`config.mk`:
```
export PLATFORM = sky130hd
export DESIGN_NAME = touch_lift_settle_filter
export DESIGN_NICKNAME = d
export VERILOG_FILES = /design/src/sv/tlsf_pkg.sv /design/src/sv/tlsf_front.sv /design/src/sv/tlsf_queue.sv /design/src/sv/tlsf_back.sv /design/src/sv/touch_lift_settle_filter.sv
export SDC_FILE = /design/constraint.sdc
export NUM_CORES = 1
export LEC_CHECK = 0
export BUFFER_PORTS_ARGS = -buffer_cell sky130_fd_sc_hd__buf_2
export CORE_AREA = 3 3 186 206
export CTS_BUF_LIST = sky130_fd_sc_hd__clkbuf_2
export DETAILED_ROUTE_END_ITERATION = 10
export DIE_AREA = 0 0 189 209
export GPL_TIMING_DRIVEN = 1
export PLACE_DENSITY_LB_ADDON = 0.3
export SETUP_SLACK_MARGIN = 0.05
export SLEW_MARGIN = 10
export SYNTH_ARGS = -nofsm -noshare
export SYNTH_HDL_FRONTEND = slang
export SYNTH_SLANG_ARGS = --single-unit
export TNS_END_PERCENT = 5
```
`constraint.sdc`:
```
create_clock -name clk -period 5.5 [get_ports clk]
set_input_delay 0.55 -clock clk [delete_from_list [all_inputs] [get_ports clk]]
set_output_delay 0.55 -clock clk [all_outputs]
set_load 0.1 [all_outputs]
```
`src/sv/tlsf_pkg.sv`:
```
package tlsf_pkg;

  localparam int unsigned QUEUE_DEPTH = 4;
  localparam int unsigned QPTR_W      = 2;
  localparam int unsigned QCNT_W      = 3;

  localparam int unsigned IN_TDATA_W  = 80;
  localparam int unsigned OUT_TDATA_W = 40;

  localparam logic [15:0] SETTLE_RESET = 16'd40;
  localparam logic [7:0]  NIBBLE_MASK  = 8'h0F;

  // register indexes, taken from paddr[2]
  localparam logic REG_SETTLE_MS = 1'b0;

  typedef enum logic [1:0] {
    KIND_NO_FINGER,
    KIND_BAD_COORD,
    KIND_COORD
  } kind_t;

  typedef struct packed {
    kind_t       kind;
    logic [11:0] nx;
    logic [11:0] ny;
    logic [31:0] now_ms;
  } item_t;

  typedef struct packed {
    logic               touching;
    logic signed [15:0] x_pos;
    logic signed [15:0] y_pos;
    logic               ever_seen;
  } result_t;

endpackage

```
`src/sv/tlsf_front.sv`:
```
module tlsf_front (
  input  logic                 count_read_ok,
  input  logic [7:0]           finger_count,
  input  logic                 coords_read_ok,
  input  logic [7:0]           x_high,
  input  logic [7:0]           x_low,
  input  logic [7:0]           y_high,
  input  logic [7:0]           y_low,
  input  logic [31:0]          now_ms,
  output tlsf_pkg::item_t      item
);

  logic [7:0] xh_masked;
  logic [7:0] yh_masked;

  assign xh_masked = x_high & tlsf_pkg::NIBBLE_MASK;
  assign yh_masked = y_high & tlsf_pkg::NIBBLE_MASK;

  always_comb begin
    if (!count_read_ok || finger_count == 8'd0) begin
      item.kind = tlsf_pkg::KIND_NO_FINGER;
    end else if (!coords_read_ok) begin
      item.kind = tlsf_pkg::KIND_BAD_COORD;
    end else begin
      item.kind = tlsf_pkg::KIND_COORD;
    end
    item.nx     = {xh_masked[3:0], x_low};
    item.ny     = {yh_masked[3:0], y_low};
    item.now_ms = now_ms;
  end

endmodule

```
`src/sv/tlsf_queue.sv`:
```
module tlsf_queue (
  input  logic            clk,
  input  logic            rst,
  input  logic            push,
  input  tlsf_pkg::item_t push_item,
  input  logic            pop,
  output tlsf_pkg::item_t head_item,
  output logic            empty,
  output logic            full
);

  tlsf_pkg::item_t                 mem [tlsf_pkg::QUEUE_DEPTH];
  logic [tlsf_pkg::QPTR_W-1:0]     wr_ptr;
  logic [tlsf_pkg::QPTR_W-1:0]     rd_ptr;
  logic [tlsf_pkg::QCNT_W-1:0]     count;

  assign empty     = (count == '0);
  assign full      = (count == tlsf_pkg::QCNT_W'(tlsf_pkg::QUEUE_DEPTH));
  assign head_item = mem[rd_ptr];

  always_ff @(posedge clk) begin
    if (push && !full) begin
      mem[wr_ptr] <= push_item;
    end
  end

  always_ff @(posedge clk) begin
    if (rst) begin
      wr_ptr <= '0;
      rd_ptr <= '0;
      count  <= '0;
    end else begin
      if (push && !full) begin
        wr_ptr <= wr_ptr + 1'b1;
      end
      if (pop && !empty) begin
        rd_ptr <= rd_ptr + 1'b1;
      end
      case ({push && !full, pop && !empty})
        2'b10:   count <= count + 1'b1;
        2'b01:   count <= count - 1'b1;
        default: count <= count;
      endcase
    end
  end

endmodule

```
`src/sv/tlsf_back.sv`:
```
module tlsf_back (
  input  logic              clk,
  input  logic              rst,
  input  logic [15:0]       settle_ms,
  input  tlsf_pkg::item_t   head_item,
  input  logic              head_valid,
  output logic              pop,
  output logic              out_valid,
  input  logic              out_ready,
  output tlsf_pkg::result_t out_result
);

  logic        contact_down, contact_down_next;
  logic [15:0] held_x, held_x_next;
  logic [15:0] held_y, held_y_next;
  logic [15:0] motion_x, motion_x_next;
  logic [15:0] motion_y, motion_y_next;
  logic        settling, settling_next;
  logic [31:0] quiet_start, quiet_start_next;
  logic        seen_flag, seen_flag_next;
  tlsf_pkg::result_t result_next;

  logic [31:0] qs;
  logic [31:0] quiet_len;
  logic [15:0] nx16;
  logic [15:0] ny16;

  assign pop  = head_valid && (!out_valid || out_ready);
  assign nx16 = {4'd0, head_item.nx};
  assign ny16 = {4'd0, head_item.ny};
  assign qs        = settling ? quiet_start : head_item.now_ms;
  assign quiet_len = head_item.now_ms - qs;

  always_comb begin
    contact_down_next = contact_down;
    held_x_next       = held_x;
    held_y_next       = held_y;
    motion_x_next     = motion_x;
    motion_y_next     = motion_y;
    settling_next     = settling;
    quiet_start_next  = quiet_start;
    seen_flag_next    = seen_flag;
    result_next.touching = 1'b0;
    result_next.x_pos    = '0;
    result_next.y_pos    = '0;

    case (head_item.kind)
      tlsf_pkg::KIND_NO_FINGER: begin
        if (contact_down) begin
          settling_next    = 1'b1;
          quiet_start_next = qs;
          if (quiet_len < {16'd0, settle_ms}) begin
            // still inside the settle window: extrapolate
            held_x_next          = held_x + motion_x;
            held_y_next          = held_y + motion_y;
            result_next.touching = 1'b1;
            result_next.x_pos    = held_x_next;
            result_next.y_pos    = held_y_next;
          end else begin
            contact_down_next = 1'b0;
            settling_next     = 1'b0;
            motion_x_next     = '0;
            motion_y_next     = '0;
          end
        end
      end
      tlsf_pkg::KIND_COORD: begin
        seen_flag_next = 1'b1;
        if (!contact_down) begin
          motion_x_next = '0;
          motion_y_next = '0;
        end else if (nx16 != held_x || ny16 != held_y) begin
          motion_x_next = nx16 - held_x;
          motion_y_next = ny16 - held_y;
        end
        contact_down_next    = 1'b1;
        settling_next        = 1'b0;
        held_x_next          = nx16;
        held_y_next          = ny16;
        result_next.touching = 1'b1;
        result_next.x_pos    = nx16;
        result_next.y_pos    = ny16;
      end
      default: begin
        // bad coordinate read: hold the last position while down
        if (contact_down) begin
          result_next.touching = 1'b1;
          result_next.x_pos    = held_x;
          result_next.y_pos    = held_y;
        end
      end
    endcase
    result_next.ever_seen = seen_flag_next;
  end

  always_ff @(posedge clk) begin
    if (rst) begin
      contact_down <= 1'b0;
      held_x       <= '0;
      held_y       <= '0;
      motion_x     <= '0;
      motion_y     <= '0;
      settling     <= 1'b0;
      quiet_start  <= '0;
      seen_flag    <= 1'b0;
      out_valid    <= 1'b0;
    end else begin
      if (pop) begin
        contact_down <= contact_down_next;
        held_x       <= held_x_next;
        held_y       <= held_y_next;
        motion_x     <= motion_x_next;
        motion_y     <= motion_y_next;
        settling     <= settling_next;
        quiet_start  <= quiet_start_next;
        seen_flag    <= seen_flag_next;
        out_valid    <= 1'b1;
      end else if (out_ready) begin
        out_valid <= 1'b0;
      end
    end
  end

  always_ff @(posedge clk) begin
    if (pop) begin
      out_result <= result_next;
    end
  end

  a_touch_implies_seen: assert property (@(posedge clk) disable iff (rst)
    out_valid && out_result.touching |-> out_result.ever_seen)
    else $error("touching reported before any coordinate was seen");

  a_motion_clear_when_up: assert property (@(posedge clk) disable iff (rst)
    !contact_down |-> (motion_x == 16'd0 && motion_y == 16'd0))
    else $error("movement step left over after lift");

  a_settling_only_down: assert property (@(posedge clk) disable iff (rst)
    settling |-> contact_down)
    else $error("settling while no contact is down");

  a_stall_holds_result: assert property (@(posedge clk) disable iff (rst)
    out_valid && !out_ready |=> out_valid && $stable(out_result))
    else $error("result changed while stalled");

endmodule

```
`src/sv/touch_lift_settle_filter.sv`:
```
// An accepted item passes through the queue and then the output register before
// its result appears on the master side; items waiting ahead of it delay it.
// Throughput: one item per cycle unless the output is stalled; the back part
// retires one queue entry per cycle into a single output register; a
// four-entry queue absorbs stalls. Reset: synchronous; clears the contact state,
// empties the queue and sets settle_ms to 40.
module touch_lift_settle_filter (
  input  logic        clk,
  input  logic        rst,
  // APB configuration port
  input  logic        psel,
  input  logic        penable,
  input  logic        pwrite,
  input  logic [2:0]  paddr,
  input  logic [31:0] pwdata,
  output logic [31:0] prdata,
  output logic        pready,
  // input stream
  input  logic        s_tvalid,
  output logic        s_tready,
  // [0] count_read_ok, [8:1] finger_count, [9] coords_read_ok, [17:10] x_high,
  // [25:18] x_low, [33:26] y_high, [41:34] y_low, [73:42] now_ms, [79:74] zero
  input  logic [tlsf_pkg::IN_TDATA_W-1:0]  s_tdata,
  // result stream
  output logic        m_tvalid,
  input  logic        m_tready,
  // [0] touching, [16:1] x_pos, [32:17] y_pos, [33] ever_seen, [39:34] zero
  output logic [tlsf_pkg::OUT_TDATA_W-1:0] m_tdata
);

  logic [15:0]       settle_ms;
  tlsf_pkg::item_t   front_item;
  tlsf_pkg::item_t   head_item;
  tlsf_pkg::result_t result;
  logic              q_empty;
  logic              q_full;
  logic              q_pop;

  assign pready = 1'b1;

  always_ff @(posedge clk) begin
    if (rst) begin
      settle_ms <= tlsf_pkg::SETTLE_RESET;
    end else if (psel && penable && pwrite && pready
                 && paddr[2] == tlsf_pkg::REG_SETTLE_MS) begin
      settle_ms <= pwdata[15:0];
    end
  end

  always_comb begin
    if (paddr[2] == tlsf_pkg::REG_SETTLE_MS) begin
      prdata = {16'd0, settle_ms};
    end else begin
      prdata = '0;
    end
  end

  tlsf_front u_front (
    .count_read_ok  (s_tdata[0]),
    .finger_count   (s_tdata[8:1]),
    .coords_read_ok (s_tdata[9]),
    .x_high         (s_tdata[17:10]),
    .x_low          (s_tdata[25:18]),
    .y_high         (s_tdata[33:26]),
    .y_low          (s_tdata[41:34]),
    .now_ms         (s_tdata[73:42]),
    .item           (front_item)
  );

  assign s_tready = !q_full;

  tlsf_queue u_queue (
    .clk       (clk),
    .rst       (rst),
    .push      (s_tvalid),
    .push_item (front_item),
    .pop       (q_pop),
    .head_item (head_item),
    .empty     (q_empty),
    .full      (q_full)
  );

  tlsf_back u_back (
    .clk        (clk),
    .rst        (rst),
    .settle_ms  (settle_ms),
    .head_item  (head_item),
    .head_valid (!q_empty),
    .pop        (q_pop),
    .out_valid  (m_tvalid),
    .out_ready  (m_tready),
    .out_result (result)
  );

  assign m_tdata = {6'd0, result.ever_seen, result.y_pos, result.x_pos, result.touching};

endmodule
```
==> flow_summary.ini <==
[timing]
clock.fmax_mhz = 187
finClkSkew_ps = 99.9
finalCriticalPeriod_ps = 5360
slew_violations = 0
relSlewSlack_pct = 12.2
fin_crit_sh_pct = 97.4
setup_viol = 0
hold_viol = 0
worstMarginPinSlew_ps = 1310
rsz0062_at_grt = true

[synthesis]
synth_common_cells = edfxtp_1 (266), nor2_1 (131), dfxtp_1 (125), ha_1 (105), nand2_1 (104)
postSynthCellCount = 1727
synth_area_leader_cell = edfxtp_1
yosys-top-cells-area = edfxtp_1 (39%), dfxtp_1 (12%), ha_1 (6.5%)
yosys_warnings = 0
yosysMostFrequentCell = edfxtp_1
syn_area_per_cell_sq_um = 11.7
synth_edf_count = 266
synth_area_sq_mm = 0.0202
ys_ff_latch = 391
async_reset_ff_share_pct = 0
yosysSeqAreaShare_pct = 51.8
synth_top_area_share_pct = 39.5
synth_cell_types = 89
synth_flop_cell = edfxtp_1

[grt]
grt_first_pass_wirelength_microns = 80200
grt_pass1_vias = 15500
gr-usage-met1_pct = 30.6
grt_max_degree = 77
grt.met3_usage_pct = 5.27
use_met2_pct = 44.6
antenna_found_initial = 3
grt_overflow = 0
busiest_layer = met2
grtUsageTotal_pct = 25.6

[worst_setup_path]
critical_path_buf_inv_count = 3
path_cells = buf_12 > buf_12 > mux4_2 > mux2i_2 > ha_1 > and3_4 > a22o_1 > or2_4 > a21o_1 > a21oi_2 > xnor2_1 > ha_1 > a21oi_2 > o21ai_1 > a221oi_2 > nand4_1 > nor4_1 > nand4_1 > nor4_4 > nand3_2 > or3_4 > clkbuf_16 > o21ai_2
path_depth = 23
critPathCaptureType = register
path_max_fanout = 8
r2r_cells = 23
path_class = reg -> reg
crit_required_ps = 6370
start_kind = register
critPathTopFamily = simple AND/OR/NAND/NOR gates
critPathMaxStageDelay_ps = 530
r2r_setup_slack_ps = 140
crit_slowest_cell = mux4_2
critPathArrivalTime_ps = 6220
regToRegEndpoint = u_back.out_result[20]$_DFFE_PP_

[clock_tree]
cts_sinks = 391
cts_max_level = 3
numCtsBuffers = 96
cts.clk_slew.worst_paths_ps = 110
root_buffer = clkbuf_2
cts_tree = done
clockBufferDepth = 3
clock_latency_ps = 1050

[min_path]
hold_start = rst
min_to = u_back.held_y[3]$_SDFFE_PP0P_
hold_depth = 4
worstHoldPathType = in -> reg

[power]
vdd_drop_max_v = 0.000454
powerDensity_mw_per_mm2 = 573
power_leakage_nw = 9.29

[run]
max_cap_violations = 0

[routing]
first_pass_iters = 5
vias = 15500
drtAntennaViolNets = 0
drt-initial-drc-count = 1125
drt-wirelength-per-cell_microns = 19.8
wirelength_microns = 51900
post-route-drc-count = 0
detail_route.vias_per_cell = 5.88

[floorplanning]
coreArea_sq_mm = 0.0363
die_h_microns = 209
floorplan.initialDensity_pct = 55.8
ios = 197
fp.dieW_microns = 189
die_area_sq_mm = 0.0395
fp-row-count = 73

[run_status]
status = completed

[final_layout]
fillCellCount = 2769
final_cells = 2627
final_cell_area_sq_mm = 0.0240
fin_util_pct = 66.1
drive_gt1_share_pct = 26.3
layout.nets = 2287
syn_to_final_growth_pct = 18.5

[place]
place_hpwl_microns = 34500
dpl_cell_area_sq_mm = 0.0217
dp.cells = 2342
gp_congestion = 0.935
portBuffers = 141
-- layout make-up --
type | count | area (sq um) | share of cell area, %
inverters | 91 | 342 | 1.43
repair buffers | 313 | 2370 | 9.91
multi-input cells | 1161 | 9230 | 38.5
well taps | 487 | 609 | 2.54
clock buffers | 152 | 761 | 3.17
diodes | 3 | 7.51 | 0.0313
flip-flops and latches | 391 | 10500 | 43.8
clock inverters | 29 | 144 | 0.600
-- through the flow --
step | setup TNS, ps | total power, mW | setup WS [ps] | hold WS (ps)
finish | 0 | 13.7 | 142 | 179
global route | -3780 | 14.6 | -141 | 115
CTS | 0 | 13.4 | 41.0 | 38.3
detailed placement | -283 | 11.3 | -63.6 | 449
global placement | 0 | 11.2 | 59.0 | 442
floorplan | 0 | 9.47 | 52.9 | 431
-- cells by family after synthesis --
| logic type | synth area share (%) |
|---|---|
| and+or+nand+nor | 11.1 |
| AOI/OAI and AO/OA | 14.0 |
| DFF | 51.8 |
| buffers and inverters | 4.45 |
| adders and majority gates | 7.09 |
| muxes | 8.40 |
| xor gates and xnor gates | 3.07 |
| other | 0.0371 |
-- worst register-to-register path: stages, from the launching register on --
cell	delay, ps
dfxtp_4	380
buf_12	130
buf_12	130
mux4_2	530
mux2i_2	210
ha_1	270
and3_4	200
a22o_1	210
or2_4	280
a21o_1	170
a21oi_2	130
xnor2_1	140
ha_1	270
a21oi_2	130
o21ai_1	80
a221oi_2	180
nand4_1	110
nor4_1	230
nand4_1	230
nor4_4	250
nand3_2	120
or3_4	520
clkbuf_16	230
o21ai_2	140
-- cell usage in the layout, fill, tap and decap left out, drive strengths merged, types with 15 or more instances in the layout --
master       count
buf            231
ha             105
clkinv          27
nor3            33
dfxtp          125
nand2          105
inv             92
a21oi          107
mux2i           36
nand4           31
conb            23
a22o            27
dlygate4sd3     80
mux4            58
clkbuf         154
xnor2           44
and3            19
edfxtp         266
nor2           133
a21o            26
nor2b           15
nand3           39
o311a           15
xor2            27
and2            29
o21ai           80
a211oi          41
-- layer usage --
metal  wire, microns  up-vias
li1                -     7210
met1           20500     7490
met2           26200      619
met3            3440      136
met4            1720        2
met5               7        -
-- worst max-delay path by stage --
stage / to / slack [ps]
floorplan: u_back.held_y[11]$_SDFFE_PP0P_ / 50
global placement: u_back.out_result[17]$_DFFE_PP_ / 60
detailed placement: u_back.out_result[19]$_DFFE_PP_ / -60
CTS: u_back.out_result[32]$_DFFE_PP_ / 40
global route: u_back.out_result[9]$_DFFE_PP_ / -140
finish: u_back.out_result[20]$_DFFE_PP_ / 140
-- flip-flops by register name, summed over array words and instances (netlist names), named ones only --
signal and flops:
u_back.out_result 34, u_back.held_x 16, u_queue.mem 232, u_back.motion_x 16
u_back.out_valid 1, u_queue.rd_ptr 2, u_back.quiet_start 32, u_back.held_y 16
u_queue.wr_ptr 2, settle_ms 16, u_queue.count 3, u_back.motion_y 16
u_back.settling 1, u_back.seen_flag 1, u_back.contact_down 1
-- where the power goes --
part,internal [mW],switching [mW],total (mW)
Combinational,2.93,5.05,7.98
Clock,0.747,1.20,1.95
Sequential,3.65,0.162,3.81
Total,7.33,6.41,13.7
-- what timing repair did --
item,4_1_cts,5_1_grt
cloned,1,2
pin swaps,11,59
resized for setup,19,63
setup endpoints to repair,20,99
setup buffers,11,8
endpoints found under the hold margin,251,0
hold buffers,80,0
No activity file was read; power rests on OpenSTA's default activity.
